**config.mk**
```make
export PLATFORM = sky130hd
export DESIGN_NAME = dss_back_flat
export DESIGN_NICKNAME = d
export VERILOG_FILES = /design/src/rtl/diffusion_stencil_sweep_unit_defines.svh /design/src/rtl/dss_pkg.sv /design/src/rtl/dss_if.sv /design/src/rtl/dss_back.sv /design/src/flat_wrapper.sv
export SDC_FILE = /design/constraint.sdc
export NUM_CORES = 2
export LEC_CHECK = 0
export BUFFER_PORTS_ARGS = -buffer_cell sky130_fd_sc_hd__buf_4
export CORE_AREA = 2 2 254 318
export CTS_CLUSTER_SIZE = 16
export DETAILED_ROUTE_END_ITERATION = 8
export DIE_AREA = 0 0 256 320
export PLACE_DENSITY = 0.73
export SLEW_MARGIN = 20
export SYNTH_ARGS = -nofsm -noshare
export SYNTH_HDL_FRONTEND = slang
export SYNTH_SLANG_ARGS = --single-unit
```
**constraint.sdc**
```tcl
create_clock -name clk -period 8.7 [get_ports clk]
set_clock_uncertainty 0.15 [all_clocks]
set_input_delay 0.87 -clock clk [delete_from_list [all_inputs] [get_ports clk]]
set_output_delay 0.87 -clock clk [all_outputs]
set_load 0.005 [all_outputs]
```
**src/rtl/diffusion_stencil_sweep_unit_defines.svh**
```systemverilog
// ----------------------------------------------------------------------------
// Assertion macros for the diffusion stencil sweep unit
// Concurrent checks clocked on clk and disabled while arst_n is low.
// ----------------------------------------------------------------------------
`ifndef DIFFUSION_STENCIL_SWEEP_UNIT_DEFINES_SVH
`define DIFFUSION_STENCIL_SWEEP_UNIT_DEFINES_SVH

// same-cycle implication
`define DSS_ASSERT_HOLDS(lbl, ante, cons, msg) \
	lbl: assert property (@(posedge clk) disable iff (!arst_n) (ante) |-> (cons)) \
		else $error(msg);

// next-cycle implication
`define DSS_ASSERT_NEXT(lbl, ante, cons, msg) \
	lbl: assert property (@(posedge clk) disable iff (!arst_n) (ante) |=> (cons)) \
		else $error(msg);

`endif

```
**src/rtl/dss_pkg.sv**
```systemverilog
// ----------------------------------------------------------------------------
// dss_pkg
// Widths, register codes and shared types of the diffusion stencil sweep unit.
// ----------------------------------------------------------------------------
`default_nettype none

package dss_pkg;

	localparam int MAX_COLS   = 2048;
	localparam int MAX_ROWS   = 2048;

	localparam int COL_W      = $clog2(MAX_COLS);
	localparam int COLS_W     = $clog2(MAX_COLS + 1);
	localparam int ROW_W      = $clog2(MAX_ROWS + 3);

	localparam int VAL_W      = 32;
	localparam int LAP_W      = VAL_W + 3;
	localparam int GAIN_W     = 16;
	localparam int PROD_W     = GAIN_W + 1 + LAP_W;
	localparam int DELTA_W    = PROD_W - GAIN_W;
	localparam int SUMV_W     = DELTA_W + 1;
	localparam int SUM_W      = 56;

	localparam int CFG_COLS_W = 12;
	localparam int CFG_ROWS_W = 12;
	localparam int CFG_DATA_W = 16;
	localparam int CFG_IDX_W  = 2;

	localparam logic [GAIN_W-1:0]     GAIN_RESET = GAIN_W'(66);
	localparam logic [CFG_COLS_W-1:0] COLS_RESET = CFG_COLS_W'(2048);
	localparam logic [CFG_ROWS_W-1:0] ROWS_RESET = CFG_ROWS_W'(2048);

	localparam logic signed [VAL_W-1:0] VAL_MAX = {1'b0, {(VAL_W-1){1'b1}}};
	localparam logic signed [VAL_W-1:0] VAL_MIN = {1'b1, {(VAL_W-1){1'b0}}};

	// queue depth must be a power of two
	localparam int Q_DEPTH    = 4;
	localparam int Q_PTR_W    = $clog2(Q_DEPTH);
	localparam int Q_CNT_W    = $clog2(Q_DEPTH + 1);

	typedef enum logic [CFG_IDX_W-1:0] {
		REG_GAIN        = 2'd0,
		REG_ACTIVE_COLS = 2'd1,
		REG_ACTIVE_ROWS = 2'd2
	} dss_reg_t;

	typedef struct packed {
		logic [GAIN_W-1:0] gain;
		logic [COLS_W-1:0] cols;
		logic [ROW_W-1:0]  rows;
	} dss_cfg_t;

	typedef struct packed {
		logic signed [VAL_W-1:0] up;
		logic signed [VAL_W-1:0] left;
		logic signed [VAL_W-1:0] mid;
		logic signed [VAL_W-1:0] right;
		logic signed [VAL_W-1:0] down;
		logic                    pass_thru;
		logic                    last;
		logic                    clr;
	} dss_work_t;

endpackage

`default_nettype wire

```
**src/rtl/dss_if.sv**
```systemverilog
// ----------------------------------------------------------------------------
// dss_if
// Valid/ready stream interfaces for grid cells and for stencil results.
// ----------------------------------------------------------------------------
`default_nettype none


interface dss_result_if import dss_pkg::*; ();
	logic                    valid;
	logic                    ready;
	logic signed [VAL_W-1:0] new_value;
	logic [SUM_W-1:0]        change_sum;
	logic                    last_of_sweep;

	modport source (output valid, output new_value, output change_sum,
		output last_of_sweep, input ready);
	modport sink   (input valid, input new_value, input change_sum,
		input last_of_sweep, output ready);
endinterface

`default_nettype wire

```
**src/rtl/dss_back.sv**
```systemverilog
// ----------------------------------------------------------------------------
// dss_back
// Stencil arithmetic pipeline: laplacian, gain product, rounding and
// saturation, change accumulation and the result register.
// ----------------------------------------------------------------------------
`default_nettype none

module dss_back import dss_pkg::*; (
	input  wire logic              clk,
	input  wire logic              arst_n,
	input  wire logic [GAIN_W-1:0] gain,
	input  wire dss_work_t         q_data,
	input  wire logic              q_nonempty,
	output logic                   q_pop,
	dss_result_if.source           results
);

	logic v1_q;
	logic v2_q;
	logic v3_q;
	logic v4_q;

	logic signed [LAP_W-1:0]  lap_s1;
	logic signed [VAL_W-1:0]  mid_s1;
	logic                     pass_s1;
	logic                     last_s1;
	logic                     clr_s1;

	logic signed [PROD_W-1:0] prod_s2;
	logic signed [VAL_W-1:0]  mid_s2;
	logic                     pass_s2;
	logic                     last_s2;
	logic                     clr_s2;

	logic signed [VAL_W-1:0]  nv_s3;
	logic signed [VAL_W:0]    diff_s3;
	logic                     pass_s3;
	logic                     last_s3;
	logic                     clr_s3;

	logic signed [VAL_W-1:0]  nv_s4;
	logic [SUM_W-1:0]         sum_s4;
	logic                     last_s4;

	logic [SUM_W-1:0]         acc_q;

	logic ld1;
	logic ld2;
	logic ld3;
	logic ld4;

	logic signed [LAP_W-1:0]   lap;
	logic signed [PROD_W-1:0]  rnd;
	logic signed [DELTA_W-1:0] delta;
	logic signed [SUMV_W-1:0]  upd;
	logic signed [VAL_W-1:0]   sat;
	logic signed [VAL_W-1:0]   nv;
	logic [VAL_W:0]            absd;
	logic [SUM_W:0]            acc_sum;
	logic [SUM_W-1:0]          acc_nx;

	assign ld4   = v3_q && (!v4_q || results.ready);
	assign ld3   = v2_q && (!v3_q || ld4);
	assign ld2   = v1_q && (!v2_q || ld3);
	assign ld1   = q_nonempty && (!v1_q || ld2);
	assign q_pop = ld1;

	always_comb begin
		lap = LAP_W'(q_data.up) + LAP_W'(q_data.down) + LAP_W'(q_data.left)
			+ LAP_W'(q_data.right) - (LAP_W'(q_data.mid) <<< 2);
		rnd   = prod_s2 + (PROD_W'(1) << (GAIN_W - 1));
		delta = DELTA_W'(rnd >>> GAIN_W);
		upd   = SUMV_W'(mid_s2) + SUMV_W'(delta);
		if (upd > SUMV_W'(VAL_MAX)) begin
			sat = VAL_MAX;
		end else if (upd < SUMV_W'(VAL_MIN)) begin
			sat = VAL_MIN;
		end else begin
			sat = upd[VAL_W-1:0];
		end
		nv      = pass_s2 ? mid_s2 : sat;
		absd    = diff_s3[VAL_W] ? (~diff_s3 + (VAL_W+1)'(1)) : diff_s3;
		acc_sum = (SUM_W+1)'(clr_s3 ? '0 : acc_q) + (SUM_W+1)'(pass_s3 ? '0 : absd);
		acc_nx  = acc_sum[SUM_W] ? {SUM_W{1'b1}} : acc_sum[SUM_W-1:0];
	end

	always_ff @(posedge clk or negedge arst_n) begin
		if (!arst_n) begin
			v1_q  <= 1'b0;
			v2_q  <= 1'b0;
			v3_q  <= 1'b0;
			v4_q  <= 1'b0;
			acc_q <= '0;
		end else begin
			v1_q <= ld1 || (v1_q && !ld2);
			v2_q <= ld2 || (v2_q && !ld3);
			v3_q <= ld3 || (v3_q && !ld4);
			v4_q <= ld4 || (v4_q && !results.ready);
			if (ld4) begin
				acc_q <= acc_nx;
			end
		end
	end

	always_ff @(posedge clk) begin
		if (ld1) begin
			lap_s1  <= lap;
			mid_s1  <= q_data.mid;
			pass_s1 <= q_data.pass_thru;
			last_s1 <= q_data.last;
			clr_s1  <= q_data.clr;
		end
		if (ld2) begin
			prod_s2 <= $signed({1'b0, gain}) * lap_s1;
			mid_s2  <= mid_s1;
			pass_s2 <= pass_s1;
			last_s2 <= last_s1;
			clr_s2  <= clr_s1;
		end
		if (ld3) begin
			nv_s3   <= nv;
			diff_s3 <= (VAL_W+1)'(nv) - (VAL_W+1)'(mid_s2);
			pass_s3 <= pass_s2;
			last_s3 <= last_s2;
			clr_s3  <= clr_s2;
		end
		if (ld4) begin
			nv_s4   <= nv_s3;
			sum_s4  <= last_s3 ? acc_nx : '0;
			last_s4 <= last_s3;
		end
	end

	assign results.valid         = v4_q;
	assign results.new_value     = nv_s4;
	assign results.change_sum    = sum_s4;
	assign results.last_of_sweep = last_s4;

endmodule

`default_nettype wire

```
**src/flat_wrapper.sv**
```systemverilog
// flat-port wrapper written by rule: the top's interface ports become plain ports
module dss_back_flat import dss_pkg::*;
  (clk, arst_n, gain, q_data, q_nonempty, q_pop, results_valid, results_new_value, results_change_sum, results_last_of_sweep, results_ready);
  dss_result_if results_i ();
  input  wire logic clk;
  input  wire logic arst_n;
  input  wire logic [GAIN_W-1:0] gain;
  input  wire dss_work_t q_data;
  input  wire logic q_nonempty;
  output logic q_pop;
  output wire logic [$bits(results_i.valid)-1:0] results_valid;
  output wire logic [$bits(results_i.new_value)-1:0] results_new_value;
  output wire logic [$bits(results_i.change_sum)-1:0] results_change_sum;
  output wire logic [$bits(results_i.last_of_sweep)-1:0] results_last_of_sweep;
  input wire logic [$bits(results_i.ready)-1:0] results_ready;
  assign results_valid = results_i.valid;
  assign results_new_value = results_i.new_value;
  assign results_change_sum = results_i.change_sum;
  assign results_last_of_sweep = results_i.last_of_sweep;
  assign results_i.ready = results_ready;
  dss_back u_core (.clk(clk), .arst_n(arst_n), .gain(gain), .q_data(q_data), .q_nonempty(q_nonempty), .q_pop(q_pop), .results(results_i));
endmodule
```
==> reports/qor.yml <==
run_status:
  run_status: "finished, final reports clean"
detailed_routing:
  avgViaCountPerCell: 5.567
  firstDrtPassIters: 7
  postRouteWirelength_um: 105300
  post-route-drc-count: 0
  vias: 31843
  wl_per_cell_um: 18.41
  antenna_left: 0
  drtIter0Drc: 1617
yosys:
  seq_area_frac_synth_pct: 24.37
  syn_inst: 4441
  yosysWarnings: 0
  avgSynthCellArea_um2: 9.682
  synth.distinct_cells: 85
  synth_area_leaders: "fa_1 (28%), edfxtp_1 (21%), ha_1 (8.5%)"
  synth-seq-cells: 359
  synth_top_area_share_pct: 27.80
  async_flop_share_pct: 16.71
  synth_top_area_cell: "fa_1"
  synth_ff_type: "edfxtp_1"
  syn_area_um2: 43000
  synth_fp_nets: 5514
  synth_edf_count: 299
clock_tree:
  clkLatencyLatePin_ns: 0.58
  path_clk_slew_ns: 0.08
  clockBufferDepth: 3
  cts_buffers: 39
  cts_num_sinks: 359
  ctsRootBufferMaster: "clkbuf_16"
  htree_levels: 2
  postCtsSetupBuffers: 0
  cts_tree: "built"
floorplan:
  die_w_um: 256
  die_area_um2: 81920
  core-area_um2: 78710
  initial_core_util_pct: 54.63
  fp.dieH_um: 320
  rows: 115
  ios: 274
worst_setup_path:
  path_max_fanout: 16
  crit_arrival_ns: 8.17
  max_stage_delay_ns: 0.86
  startpoint_type: "register"
  crit_slowest_cell: "edfxtp_1"
  path_class: "register to register"
  cp_common_cell: "fa_1"
  crit_family: "adder cells"
  required_ns: 8.87
  crit_chain: "nand2_1, fa_1, inv_1, fa_1, inv_1, fa_1, inv_1, fa_1, inv_1, fa_1, inv_1, fa_1, ha_1, a21oi_1, or3b_2, a31oi_1, a31oi_1, a2111oi_2, o211ai_1, a21oi_1, o21ai_1, a21oi_1, a41oi_1, xnor2_1"
  crit_buf_inv: 5
  crit_path_end_kind: "register"
timing:
  hold_violations: 0
  worst_slew_pin_slew_ns: 1.123
  max_freq_mhz: 124.9
  tns_ns: 0
  maxSlewViolCount: 0
  setup_violations: 0
  maxSlewHeadroom_pct: 25.11
  rsz0062_at_grt: "no"
  period_share_pct: 92.06
  finalCriticalPeriod_ns: 8.009
place:
  dp.final_hpwl_um: 83290
  gp_congestion: 0.9095
  place_area_um2: 46070
  portBuffers: 273
global_routing:
  grt_overflow_total: 0
  grt_pass1_vias: 33808
  grt_max_degree: 72
  grt_antenna_before_repair: 1
  grt_pass1_wl_um: 170500
  grtUsageTotal_pct: 26.24
final_layout:
  nets: 5709
  area_growth_syn_to_layout_pct: 10.40
  fin_area_um2: 47470
  utilization_pct: 60.31
  num_antenna_cells: 0
  drive_gt1_share_pct: 9.128
hold_path:
  hold_path.class: "primary input to async pin"
run:
  drv_cap: 0
## final cells by class
class | instances | area [um^2]
Inverter | 719 | 2701
Tap cell | 1053 | 1318
Timing Repair Buffer | 317 | 2380
Clock inverter | 27 | 329.1
Sequential cell | 359 | 10480
Fill cell | 6739 | 31240
Clock buffer | 45 | 1072
Multi-Input combinational cell | 3200 | 29190
## timing repair
action,4_1_cts,5_1_grt
resized for setup,0,2
setup endpoints to repair,0,2
hold buffers,0,0
## sequential cells by signal, summed over array words and instances (netlist names), 33 cells and up
name / count
u_core.lap_s1: 35
u_core.prod_s2: 37
u_core.acc_q: 56
u_core.diff_s3: 33
u_core.results.change_sum: 56
## worst paths after layout
kind / endpoint / cells after the start / slack, ns / from
max: u_core.prod_s2[49] / 24 / 0.69 / u_core.lap_s1[9]
min: u_core.acc_q[6] / 1 / 0.24 / arst_n
max reg2reg: u_core.prod_s2[49] / 24 / 0.69 / u_core.lap_s1[9]
min reg2reg: u_core.results.new_value[29] / 0 / 0.26 / u_core.nv_s3[29]
max in group asynchronous: u_core.acc_q[55] / 1 / 7.56 / arst_n
min in group clk: u_core.results.new_value[29] / 0 / 0.26 / u_core.nv_s3[29]
## through the flow
stage	hold WS [ns]	std cells	setup WS [ns]
final	0.2449	5720	0.6908
after global routing	0.2732	5720	0.1174
after CTS	0.2517	5720	0.5097
after detailed placement	0.2556	5648	0.4922
after global placement	0.2516	5648	0.5946
after floorplan	0.2503	4441	1.023
## routing by layer
metal,GRT usage (%),up-vias,share of wire [%]
met2,47.05,1090,50
met4,10.10,0,4.1
met5,0,-,0
met1,31.06,15660,38
met3,5.088,246,7.6
li1,-,14847,-
## cells by family (layout without fill, tap and decap cells)
family                   count (synthesis)  after routing  share of synthesized area [%]
multiplexers                            15             15                         0.3521
flip-flops                             359            359                          24.37
adder cells (fa/ha/maj)                890            890                          36.32
XOR/XNOR                               268            268                          5.459
buffers and inverters                  882           1108                          7.758
AO/OA/AOI/OAI                          731            731                          11.27
AND/OR/NAND/NOR                       1296           1296                          14.47
## worst register-to-register path: stages, from the launching register on
cell and delay (ns):
edfxtp_1 0.86, nand2_1 0.21, fa_1 0.56, inv_1 0.06
fa_1 0.52, inv_1 0.06, fa_1 0.49, inv_1 0.05
fa_1 0.47, inv_1 0.05, fa_1 0.53, inv_1 0.05
fa_1 0.43, ha_1 0.37, a21oi_1 0.11, or3b_2 0.48
a31oi_1 0.22, a31oi_1 0.16, a2111oi_2 0.64, o211ai_1 0.24
a21oi_1 0.29, o21ai_1 0.15, a21oi_1 0.27, a41oi_1 0.18
xnor2_1 0.15
## cells in the final DEF, fill, tap and decap left out, types with 178 or more instances in the layout
cell type	Yosys	routed
buf_4	0	317
inv_1	719	718
ha_1	293	293
edfxtp_1	299	299
and2_1	220	217
nand2_1	531	531
fa_1	597	597
nor2_1	200	200
xnor2_1	178	178
a21oi_1	196	196
## synth_stat cells (27+ instances only)
library cell  count
inv_1           719
fa_1            597
nand2_1         531
edfxtp_1        299
ha_1            293
and2_1          220
nor2_1          200
a21oi_1         196
xnor2_1         178
clkbuf_1        157
o21ai_0         136
a21o_1           99
xor2_1           90
nor2b_1          84
nand3_1          65
dfrtp_1          60
and3_1           44
a31oi_1          34
a21boi_0         32
o21a_1           32
nor3_1           31
a221o_1          30
nand2b_1         29
o21bai_1         27
Power is left out: the tool's default activity adds up to more than one toggle a clock period on the data nets, which glitch-free logic cannot reach.
