--- src/rtl/diffusion_stencil_sweep_unit_defines.svh ---
// ----------------------------------------------------------------------------
// Assertion macros for the diffusion stencil sweep unit
// Concurrent checks clocked on clk and disabled while arst_n is low.
// ----------------------------------------------------------------------------
`ifndef DIFFUSION_STENCIL_SWEEP_UNIT_DEFINES_SVH
`define DIFFUSION_STENCIL_SWEEP_UNIT_DEFINES_SVH

// same-cycle implication
`define DSS_ASSERT_HOLDS(lbl, ante, cons, msg) \
	lbl: assert property (@(posedge clk) disable iff (!arst_n) (ante) |-> (cons)) \
		else $error(msg);

// next-cycle implication
`define DSS_ASSERT_NEXT(lbl, ante, cons, msg) \
	lbl: assert property (@(posedge clk) disable iff (!arst_n) (ante) |=> (cons)) \
		else $error(msg);

`endif

--- src/rtl/dss_pkg.sv ---
// ----------------------------------------------------------------------------
// dss_pkg
// Widths, register codes and shared types of the diffusion stencil sweep unit.
// ----------------------------------------------------------------------------
`default_nettype none

package dss_pkg;

	localparam int MAX_COLS   = 2048;
	localparam int MAX_ROWS   = 2048;

	localparam int COL_W      = $clog2(MAX_COLS);
	localparam int COLS_W     = $clog2(MAX_COLS + 1);
	localparam int ROW_W      = $clog2(MAX_ROWS + 3);

	localparam int VAL_W      = 32;
	localparam int LAP_W      = VAL_W + 3;
	localparam int GAIN_W     = 16;
	localparam int PROD_W     = GAIN_W + 1 + LAP_W;
	localparam int DELTA_W    = PROD_W - GAIN_W;
	localparam int SUMV_W     = DELTA_W + 1;
	localparam int SUM_W      = 56;

	localparam int CFG_COLS_W = 12;
	localparam int CFG_ROWS_W = 12;
	localparam int CFG_DATA_W = 16;
	localparam int CFG_IDX_W  = 2;

	localparam logic [GAIN_W-1:0]     GAIN_RESET = GAIN_W'(66);
	localparam logic [CFG_COLS_W-1:0] COLS_RESET = CFG_COLS_W'(2048);
	localparam logic [CFG_ROWS_W-1:0] ROWS_RESET = CFG_ROWS_W'(2048);

	localparam logic signed [VAL_W-1:0] VAL_MAX = {1'b0, {(VAL_W-1){1'b1}}};
	localparam logic signed [VAL_W-1:0] VAL_MIN = {1'b1, {(VAL_W-1){1'b0}}};

	// queue depth must be a power of two
	localparam int Q_DEPTH    = 4;
	localparam int Q_PTR_W    = $clog2(Q_DEPTH);
	localparam int Q_CNT_W    = $clog2(Q_DEPTH + 1);

	typedef enum logic [CFG_IDX_W-1:0] {
		REG_GAIN        = 2'd0,
		REG_ACTIVE_COLS = 2'd1,
		REG_ACTIVE_ROWS = 2'd2
	} dss_reg_t;

	typedef struct packed {
		logic [GAIN_W-1:0] gain;
		logic [COLS_W-1:0] cols;
		logic [ROW_W-1:0]  rows;
	} dss_cfg_t;

	typedef struct packed {
		logic signed [VAL_W-1:0] up;
		logic signed [VAL_W-1:0] left;
		logic signed [VAL_W-1:0] mid;
		logic signed [VAL_W-1:0] right;
		logic signed [VAL_W-1:0] down;
		logic                    pass_thru;
		logic                    last;
		logic                    clr;
	} dss_work_t;

endpackage

`default_nettype wire

--- src/rtl/dss_queue.sv ---
// ----------------------------------------------------------------------------
// dss_queue
// Small register queue of neighbourhood items between front and back.
// ----------------------------------------------------------------------------
`default_nettype none

module dss_queue import dss_pkg::*; (
	input  wire logic               clk,
	input  wire logic               arst_n,
	input  wire logic               push,
	input  wire dss_work_t          push_data,
	input  wire logic               pop,
	output dss_work_t               pop_data,
	output logic [Q_CNT_W-1:0]      count,
	output logic                    nonempty
);

	dss_work_t          entry_q [Q_DEPTH];
	logic [Q_PTR_W-1:0] wr_ptr_q;
	logic [Q_PTR_W-1:0] rd_ptr_q;
	logic [Q_CNT_W-1:0] count_q;

	always_ff @(posedge clk or negedge arst_n) begin
		if (!arst_n) begin
			wr_ptr_q <= '0;
			rd_ptr_q <= '0;
			count_q  <= '0;
		end else begin
			if (push) begin
				wr_ptr_q <= wr_ptr_q + Q_PTR_W'(1);
			end
			if (pop) begin
				rd_ptr_q <= rd_ptr_q + Q_PTR_W'(1);
			end
			if (push && !pop) begin
				count_q <= count_q + Q_CNT_W'(1);
			end else if (pop && !push) begin
				count_q <= count_q - Q_CNT_W'(1);
			end
		end
	end

	always_ff @(posedge clk) begin
		if (push) begin
			entry_q[wr_ptr_q] <= push_data;
		end
	end

	assign pop_data = entry_q[rd_ptr_q];
	assign count    = count_q;
	assign nonempty = count_q != '0;

endmodule

`default_nettype wire

--- config.mk ---
export PLATFORM = sky130hd
export DESIGN_NAME = dss_queue
export DESIGN_NICKNAME = d
export VERILOG_FILES = /design/src/rtl/diffusion_stencil_sweep_unit_defines.svh /design/src/rtl/dss_pkg.sv /design/src/rtl/dss_queue.sv
export SDC_FILE = /design/constraint.sdc
export NUM_CORES = 1
export LEC_CHECK = 0
export ABC_AREA = 1
export BUFFER_PORTS_ARGS = -buffer_cell sky130_fd_sc_hd__buf_2
export CORE_ASPECT_RATIO = 1.75
export CORE_UTILIZATION = 60
export CTS_BUF_LIST = sky130_fd_sc_hd__clkbuf_8
export DETAILED_ROUTE_END_ITERATION = 10
export GPL_TIMING_DRIVEN = 0
export HOLD_SLACK_MARGIN = 0.03
export PLACE_DENSITY = 0.82
export SLEW_MARGIN = 10
export SYNTH_ARGS = -nofsm -noshare
export SYNTH_HDL_FRONTEND = slang
export SYNTH_SLANG_ARGS = --single-unit
--- constraint.sdc ---
create_clock -name clk -period 5.37 [get_ports clk]
set_clock_uncertainty 0.1 [all_clocks]
set_input_delay 0.2685 -clock clk [delete_from_list [all_inputs] [get_ports clk]]
set_output_delay 0.2685 -clock clk [all_outputs]
set_load 0.02 [all_outputs]
==> results of run 1 <==
==> power by group <==
| part | internal [mW] | switching [mW] |
|---|---|---|
| combinational | 2.24 | 5.47 |
| clock | 1.97 | 1.85 |
| sequential | 6.73 | 0.266 |
| total | 10.9 | 7.59 |
==> layout make-up <==
cell class / instances / area, um^2 / area share
plain buffers: 110 / 623 / 0.0191
clock buffers: 91 / 1250 / 0.0384
repair buffers: 504 / 3450 / 0.106
clock inverters: 71 / 515 / 0.0158
diodes: 14 / 35.0 / 0.00107
flip-flops and latches: 659 / 19800 / 0.606
multi-input cells: 843 / 4970 / 0.152
well taps: 566 / 708 / 0.0217
inverters: 338 / 1300 / 0.0398
==> per-stage QoR <==
step / TNS [ps] / worst slack [ps] / hold slack (ps) / cells
finish: 0 / 2520 / 259 / 3196
global route: 0 / 2360 / 242 / 3194
CTS: 0 / 2510 / 206 / 3182
detailed placement: 0 / 2960 / 20.9 / 2853
global placement: -1070660 / -1690 / 12.2 / 2849
floorplan: 0 / 922 / -127 / 1950
==> state kept, by name (all words and copies together), names as in the netlist <==
| register | cells |
|---|---|
| wr_ptr_q | 2 |
| entry_q | 652 |
| count | 3 |
| rd_ptr_q | 2 |
==> cell usage after synthesis <==
master    count  area (um^2)
buf_2        75          375
xor2_1        3         26.3
clkbuf_1     11         41.3
dfrtp_1       7          175
inv_1       338         1270
fa_1          1         20.0
buf_1         5         18.8
nand4_1       1         6.26
buf_6        12          135
nand2_1     503         1890
xnor2_1       1         8.76
buf_4         7         52.6
nor2_1        1         3.75
o21ai_0       1         5.00
edfxtp_1    652        19600
nand3_1       1         5.00
o211ai_1    227         1700
ha_1          5         62.6
o211ai_2     99         1240
==> worst max path at each step <==
stage,cells after the start,end,start
after CTS,6,pop_data[110],rd_ptr_q[1]
final,7,pop_data[117],rd_ptr_q[0]
after floorplan,4,entry_q[0][0],wr_ptr_q[0]
after global placement,4,entry_q[1][67],push
after detailed placement,5,entry_q[1][65],push
after global routing,6,pop_data[89],rd_ptr_q[1]
==> cells in the final DEF (no fill, tap or decap), drive strengths merged <==
cell and instances:
edfxtp 652, o211ai 326, nand4 1, fa 1, buf 436, nor2 1, diode 14, bufinv 8
dlygate4sd3 167, xor2 3, nand3 1, clkinv 31, dfrtp 7, nand2 503, clkbuf 102, xnor2 1
o21ai 1, clkinvlp 3, inv 367, ha 5
==> logic make-up after synthesis <==
group           count (synthesis)  synth area share
compound gates                327             0.111
buf+inv                       448            0.0711
xor+xnor                        4           0.00132
flops                         659             0.742
simple gates                  506            0.0715
fa+ha+maj                       6           0.00310
==> per-layer routing <==
layer  wire length, um  track usage
met1             23600        0.328
met2             37000        0.551
met3              4950       0.0574
met5                13            0
met4              3840        0.208
==> results.cfg, run 1 <==
[critical_path]
cp_slowest_cell = buf_2
path_common_cell = buf_2
end_kind = primary output
critPathLaunchType = register
path_buf_inv = 4
cp_max_fo = 10
cp.required_ps = 5000
criticalPathCategory = register to primary output
critical_path_arrival_ps = 2480
critPathMaxStageDelay_ps = 410
ff2ff_setup_slack_ps = 2820
path_cells = buf_2, buf_2, buf_2, nand2_1, o211ai_1, nand2_1, buf_2
r2r_start = wr_ptr_q[1]
ff2ff_path_depth = 5
path_delay_family = buffers and inverters
r2r-end = entry_q[1][78]

[grt]
grt_start_max_net_pins = 94
grt_pass1_vias = 19400
gr-usage-all-layers = 0.308
overflow = 0
grt_pass1_wl_um = 104000
antenna_found_initial = 13

[logic_synthesis]
yosysSeqAreaShare = 0.742
synth_fp_nets = 2123
syn_area_um2 = 26600
ys_ff_latch = 659
avgSynthCellArea_um2 = 13.6
syn_inst = 1950
yosysWarnings = 0
synth_cell_types = 19

[layout]
final_cell_area_um2 = 32600
syn2layout_area_growth_pct = 22.5
fillCellCount = 2536
final_nets = 2719
finish.utilization = 0.748
layout-drive-gt1-share = 0.248

[detailed_routing]
wl_um = 69400
firstDrtPassIters = 5
wl_per_cell_um = 21.7
drt_iter0_drc = 1373
ant_nets = 0
vias_per_cell = 5.66
num_vias = 18100
drc = 0

[clock_network]
cts_root_buf = clkbuf_8
cts_resized = 0
insertion_delay_ps = 660
clkTransAtPathRegs_ps = 70
cts_tree = built
cts_setup_buffers = 0
postCtsHoldBufs = 167
clock_path_buffers = 3
htreeDepth = 3
cts_buffers = 90
cts_num_sinks = 659

[job]
cap_violations = 0

[power]
power_leakage_nw = 13.4
power.total_mw = 18.5
powerDensity_nw_per_um2 = 569
max-vdd-ir-drop_uv = 515

[timing]
slew_viol_final = 0
setup_viol = 0
max_slew_margin = 0.543
period_needed_ps = 2850
finalHoldViolCount = 0
fmax_ghz = 0.350
worst_slew_pin_slew_ps = 686
rsz0062_at_grt = false
final.period_utilization = 0.531

[floorplanning]
fp.coreArea_um2 = 43600
chipWidth_um = 161
io-pin-count = 334
start_util = 0.610
dieArea_um2 = 45200
die_h_um = 281
rows = 101

[place]
placed_area_um2 = 29100
hpwl_um = 39800
portBuffers = 333
place_congestion = 0.790

[worst_hold_path]
hp-class = primary input to register
min_path_cells = 2
min-delay-start = push_data[144]
hold_end = entry_q[2][144]

[outcome]
run_status = completed
Power figures use the tool's default switching activity.
==> run 2, diff against run 1 <==
--- a/config.mk
+++ b/config.mk
@@ -5,15 +5,15 @@
 export SDC_FILE = /design/constraint.sdc
 export NUM_CORES = 1
 export LEC_CHECK = 0
-export ABC_AREA = 1
+export ABC_AREA = 0
 export BUFFER_PORTS_ARGS = -buffer_cell sky130_fd_sc_hd__buf_2
 export CORE_ASPECT_RATIO = 1.75
-export CORE_UTILIZATION = 60
+export CORE_UTILIZATION = 53
 export CTS_BUF_LIST = sky130_fd_sc_hd__clkbuf_8
 export DETAILED_ROUTE_END_ITERATION = 10
 export GPL_TIMING_DRIVEN = 0
 export HOLD_SLACK_MARGIN = 0.03
-export PLACE_DENSITY = 0.82
+export PLACE_DENSITY = 0.77
 export SLEW_MARGIN = 10
 export SYNTH_ARGS = -nofsm -noshare
 export SYNTH_HDL_FRONTEND = slang
==> constraint.sdc (replaced) <==
create_clock -name clk -period 2.42 [get_ports clk]
set_clock_uncertainty 0.1 [all_clocks]
set_input_delay 0.121 -clock clk [delete_from_list [all_inputs] [get_ports clk]]
set_output_delay 0.121 -clock clk [all_outputs]
set_load 0.02 [all_outputs]
==> run 2 against run 1 <==
Compared with the run above: synthesized cell count shrank 55%; non-clock buffer count shrank 52; total power is 110% higher; via count is 35% lower; sequential cell count stayed put; critical path type unchanged; largest power group is now registers.
==> results.cfg, run 2 <==
[detailed_routing]
firstDrtPassIters = 5
vias_per_cell = 5.49
wl_per_cell_um = 23.6
wl_um = 50700
num_vias = 11800
drt_iter0_drc = 839
drc = 0
ant_nets = 0

[logic_synthesis]
ys.flop_type = edfxtp_1
synth_edf_count = 652
synth_cell_types = 19
syn_area_um2 = 24000
yosysSeqAreaShare = 0.822
synth_top_area_cell = edfxtp_1
synth_area_leaders = edfxtp_1 (81%), mux4_2 (15%), buf_12 (0.92%)
avgSynthCellArea_um2 = 27.2
synth_fp_nets = 1058
synth_top_area_frac = 0.815
synthArstFlopShare = 0.0106
syn_inst = 885
yosysWarnings = 0
synth_common_cells = edfxtp_1 (652), mux4_2 (163), buf_2 (16)
ys_ff_latch = 659
yosysMostFrequentCell = edfxtp_1

[power]
seqPwrFrac = 0.401
p_int_mw = 26.1
comb_power_share = 0.381
pwr-share-clk = 0.218
switching_share = 0.319
powerDensity_nw_per_um2 = 1230
power_leakage_nw = 10.9
max-vdd-ir-drop_uv = 1010
switchingPower_mw = 12.2

[critical_path]
cp.depth = 5
critical_path_arrival_ps = 2170
critPathMaxStageDelay_ps = 510
cp.required_ps = 2200
path_cells = buf_6, clkbuf_16, buf_12, mux4_2, buf_2
cp_max_fo = 10
criticalPathCategory = register to primary output
cp_slowest_cell = mux4_2
end_kind = primary output
path_buf_inv = 4
critPathLaunchType = register
path_delay_family = buffers and inverters
ff2ff_path_depth = 5

[place]
hpwl_um = 30200
placed_area_um2 = 26800
portBuffers = 333
pre_cts_slack_ps = 9.40
place_inst = 1802
place_congestion = 0.727

[floorplanning]
die_h_um = 284
fp.coreArea_um2 = 44500
start_util = 0.539
chipWidth_um = 163
dieArea_um2 = 46200
io-pin-count = 334
rows = 102

[worst_hold_path]
hp-class = primary input to register
min_path_cells = 2

[clock_network]
clock_path_buffers = 3
clkTransAtPathRegs_ps = 70
cts_buffers = 88
cts_num_sinks = 659
insertion_delay_ps = 610
htreeDepth = 3
cts_tree = built
cts_root_buf = clkbuf_8

[timing]
final.period_utilization = 0.987
setup_viol = 0
period_needed_ps = 2390
worst_slew_pin_slew_ps = 720
max_slew_margin = 0.520
slew_viol_final = 0
final.setup.tns_ps = 0
fmax_ghz = 0.419
rsz0062_at_grt = true
finalHoldViolCount = 0
fin_ws_ps = 30.8

[grt]
met3_usage = 0.0457
grt_pass1_vias = 12800
overflow = 0
grt_start_max_net_pins = 54
antenna_found_initial = 6
grt_pass1_wl_um = 73500
grt_most_used_layer = met2
use_met2 = 0.391
gr-usage-met1 = 0.237
gr-usage-all-layers = 0.215

[layout]
syn2layout_area_growth_pct = 29.4
final_common_cell = edfxtp_1
largest_register_ffs = 652
layout_common_cells = edfxtp_1 (652), buf_2 (238), dlygate4sd3_1 (167)
multi_input_area_um2 = 3880
regMostFlops = entry_q
fin_cells = 2149
fillCellCount = 2567
layout-drive-gt1-share = 0.437
final_cell_area_um2 = 31100
final_nets = 1674
seq_area_um2 = 19800

[job]
cap_violations = 0

[outcome]
run_status = completed
-- run 2: routing by layer --
metal,vias up,part of all wire
met3,110,0.060
met4,6,0.035
met5,-,0.00063
li1,5110,-
met2,438,0.56
met1,6133,0.35
-- run 2: final timing paths --
| check | start | endpoint | slack (ps) |
|---|---|---|---|
| min in group asynchronous | arst_n | count[2] | 350 |
| setup / recovery | rd_ptr_q[0] | pop_data[40] | 30 |
| setup reg to reg | wr_ptr_q[0] | entry_q[2][46] | 160 |
| max in group asynchronous | arst_n | wr_ptr_q[0] | 1590 |
| hold reg to reg | count[2] | count[2] | 450 |
| hold / removal | push_data[152] | entry_q[3][152] | 140 |
-- run 2: final cells by class --
cell class,instances,share of cell area
Clock inverter,73,0.0170
Multi-Input combinational cell,186,0.125
Buffer,37,0.0157
Sequential cell,659,0.635
Inverter,4,0.000483
Clock buffer,90,0.0398
Antenna cell,3,0.000241
Tap cell,572,0.0230
Timing Repair Buffer,525,0.144
-- run 2: logic make-up after synthesis --
family	after synthesis	share of synthesized area
AO/OA/AOI/OAI	1	0.000208
XOR/XNOR	6	0.00219
adder cells (fa/ha/maj)	6	0.00344
multiplexers	164	0.153
AND/OR/NAND/NOR	8	0.00177
buffers and inverters	41	0.0170
flip-flops	659	0.822
-- run 2: repair_timing --
action	4_1_cts	5_1_grt
setup endpoints to repair	159	224
gates resized for setup	97	134
buffers inserted	0	7
gates cloned	0	7
hold buffers	167	0
endpoints found under the hold margin	694	0
-- run 2: through the flow --
step / hold slack (ps) / power (mW) / util
2_1_floorplan: -275 / 23.8 / -
3_3_place_gp: -141 / 27.6 / 0.593
3_5_place_dp: -140 / 28.0 / 0.601
4_1_cts: 78.4 / 37.2 / 0.685
5_1_grt: 97.1 / 39.8 / 0.698
6_report: 136 / 38.3 / 0.698
-- run 2: power by group through the flow --
stage | logic, mW | clock network [mW] | registers, mW
4_1_cts | 13.4 | 8.46 | 15.4
2_1_floorplan | 8.27 | 0 | 15.5
3_3_place_gp | 12.0 | 0 | 15.6
5_1_grt | 15.3 | 8.98 | 15.5
6_report | 14.6 | 8.35 | 15.4
3_5_place_dp | 12.4 | 0 | 15.6
==> run 3, diff against run 2 <==
--- a/config.mk
+++ b/config.mk
@@ -8,12 +8,12 @@
 export ABC_AREA = 0
 export BUFFER_PORTS_ARGS = -buffer_cell sky130_fd_sc_hd__buf_2
 export CORE_ASPECT_RATIO = 1.75
-export CORE_UTILIZATION = 53
+export CORE_UTILIZATION = 64
 export CTS_BUF_LIST = sky130_fd_sc_hd__clkbuf_8
 export DETAILED_ROUTE_END_ITERATION = 10
 export GPL_TIMING_DRIVEN = 0
 export HOLD_SLACK_MARGIN = 0.03
-export PLACE_DENSITY = 0.77
+export PLACE_DENSITY = 0.88
 export SLEW_MARGIN = 10
 export SYNTH_ARGS = -nofsm -noshare
 export SYNTH_HDL_FRONTEND = slang
==> constraint.sdc (replaced) <==
create_clock -name clk -period 2.89 [get_ports clk]
set_clock_uncertainty 0.1 [all_clocks]
set_input_delay 0.1445 -clock clk [delete_from_list [all_inputs] [get_ports clk]]
set_output_delay 0.1445 -clock clk [all_outputs]
set_load 0.02 [all_outputs]
==> run 3 against run 2 <==
Compared with the run above: first-iteration DRC count decreased by 9.1%; worst setup slack gained 320 ps; combinational power is 27% lower; critical path depth unchanged; worst hold slack improved by 6.5 ps; non-clock buffer count decreased by 13; clock-buffer cell count is 4 lower; cell count is 5.6% lower; total power is 22% lower; sequential share of layout area up 2.5 points; final area decreased by 3.8%; largest cell class unchanged; largest power group unchanged.
==> results.cfg, run 3 (synthesis gave the netlist of run 2 again) <==
[layout]
fillCellCount = 1554
final_nets = 1656
fin_cells = 2029
syn2layout_area_growth_pct = 24.5
final_common_cell = edfxtp_1
regMostFlops = entry_q
layout-drive-gt1-share = 0.430
finish.utilization = 0.811
largest_register_ffs = 652
layout_common_cells = edfxtp_1 (652), buf_2 (349), dlygate4sd3_1 (167)

[detailed_routing]
wl_um = 53300
drc = 0
drt_iter0_drc = 763
vias_per_cell = 5.88
ant_nets = 0
firstDrtPassIters = 5
wl_per_cell_um = 26.3
num_vias = 11900

[critical_path]
r2r_start = wr_ptr_q[0]
critPathLaunchType = register
critPathMaxStageDelay_ps = 580
path_buf_inv = 4
cp_slowest_cell = mux4_2
path_delay_family = buffers and inverters
cp-startpoint = rd_ptr_q[0]
cp_max_fo = 10
path_cells = buf_6, buf_6, buf_6, mux4_2, buf_2
cp.required_ps = 2650
ff2ff_path_depth = 5
criticalPathCategory = register to primary output
r2r-end = entry_q[2][80]
path_common_cell = buf_6
cp.depth = 5
critical_path_arrival_ps = 2300
ff2ff_setup_slack_ps = 550
end_kind = primary output

[floorplanning]
die_h_um = 258
chipWidth_um = 148
fp.coreArea_um2 = 36900
start_util = 0.651
io-pin-count = 334
dieArea_um2 = 38400
rows = 93

[timing]
finalHoldViolCount = 0
slew_viol_final = 0
setup_viol = 0
rsz0062_at_grt = false
period_needed_ps = 2540
max_slew_margin = 0.603
worst_slew_pin_slew_ps = 596
final.period_utilization = 0.880
fmax_ghz = 0.393

[power]
power_leakage_nw = 10.5
pwr-share-clk = 0.215
max-vdd-ir-drop_uv = 871
p_int_mw = 20.0
comb_power_share = 0.354
switching_share = 0.333
powerDensity_nw_per_um2 = 1000
switchingPower_mw = 10.0
seqPwrFrac = 0.431

[clock_network]
htreeDepth = 3
cts_setup_buffers = 0
clock_path_buffers = 3
cts_root_buf = clkbuf_8
insertion_delay_ps = 640
cts_num_sinks = 659
clkTransAtPathRegs_ps = 70
cts_tree = built
cts_buffers = 84

[place]
hpwl_um = 31400
place_congestion = 0.738
place_inst = 1705
portBuffers = 333

[grt]
overflow = 0
grt_pass1_wl_um = 78300
grt_pass1_vias = 13200
gr-usage-all-layers = 0.289
grt_start_max_net_pins = 53
antenna_found_initial = 4

[job]
cap_violations = 0

[worst_hold_path]
min-delay-start = pop
min_path_cells = 3
hold_end = rd_ptr_q[0]
hp-class = primary input to register

[outcome]
run_status = completed
## run 3: cell type report
| cell class | count | area, um^2 | share of cell area |
|---|---|---|---|
| multi-input cells | 185 | 3870 | 0.130 |
| plain buffers | 37 | 397 | 0.0133 |
| clock buffers | 86 | 1180 | 0.0396 |
| diodes | 4 | 10.0 | 0.000335 |
| clock inverters | 67 | 415 | 0.0139 |
| well taps | 475 | 594 | 0.0199 |
| repair buffers | 512 | 3670 | 0.123 |
| flip-flops and latches | 659 | 19800 | 0.660 |
| inverters | 4 | 15.0 | 0.000502 |
## run 3: power by group through the flow
| stage | Combinational (mW) | Clock, mW | Sequential (mW) |
|---|---|---|---|
| 2_1_floorplan | 6.92 | 0 | 13.0 |
| 3_3_place_gp | 9.92 | 0 | 13.1 |
| 3_5_place_dp | 10.4 | 0 | 13.1 |
| 4_1_cts | 10.6 | 6.50 | 12.9 |
| 5_1_grt | 11.2 | 6.93 | 13.1 |
| 6_report | 10.6 | 6.46 | 13.0 |
## run 3: metrics by stage
| step | total power [mW] | setup slack [ps] | instance area (um^2) | setup TNS, ps | hold slack (ps) |
|---|---|---|---|---|---|
| final | 30.1 | 347 | 29900 | 0 | 142 |
| after global routing | 31.1 | 259 | 29900 | 0 | 121 |
| after CTS | 30.0 | 302 | 29900 | 0 | 88.8 |
| after detailed placement | 23.5 | 555 | 26600 | 0 | -105 |
| after global placement | 23.0 | -275 | 26300 | -144910 | -111 |
| after floorplan | 19.9 | 575 | 24000 | 0 | -251 |
## run 3: per-layer routing
layer	vias to the layer above	track usage	share of wire
met5	-	0	0
met4	0	0.160	0.049
met3	121	0.0507	0.058
met2	549	0.532	0.57
met1	6196	0.309	0.32
li1	5065	-	-
## run 3: tightest hold or removal path: cells and delay by family
kind	cells	cell delay, ps
xor gates and xnor gates	1	70
buffers and inverters	2	640
## run 3: how the worst max path moves through the flow
stage / to / slack (ps)
after global routing: pop_data[148] / 260
after floorplan: entry_q[0][0] / 580
final: pop_data[121] / 350
after global placement: entry_q[0][93] / -270
after CTS: pop_data[121] / 300
after detailed placement: entry_q[2][75] / 560
## run 3: timing repair
item,in CTS,in global routing
hold buffers,167,0
gates resized for setup,2,0
hold endpoints to repair,700,0
setup endpoints to repair,4,0
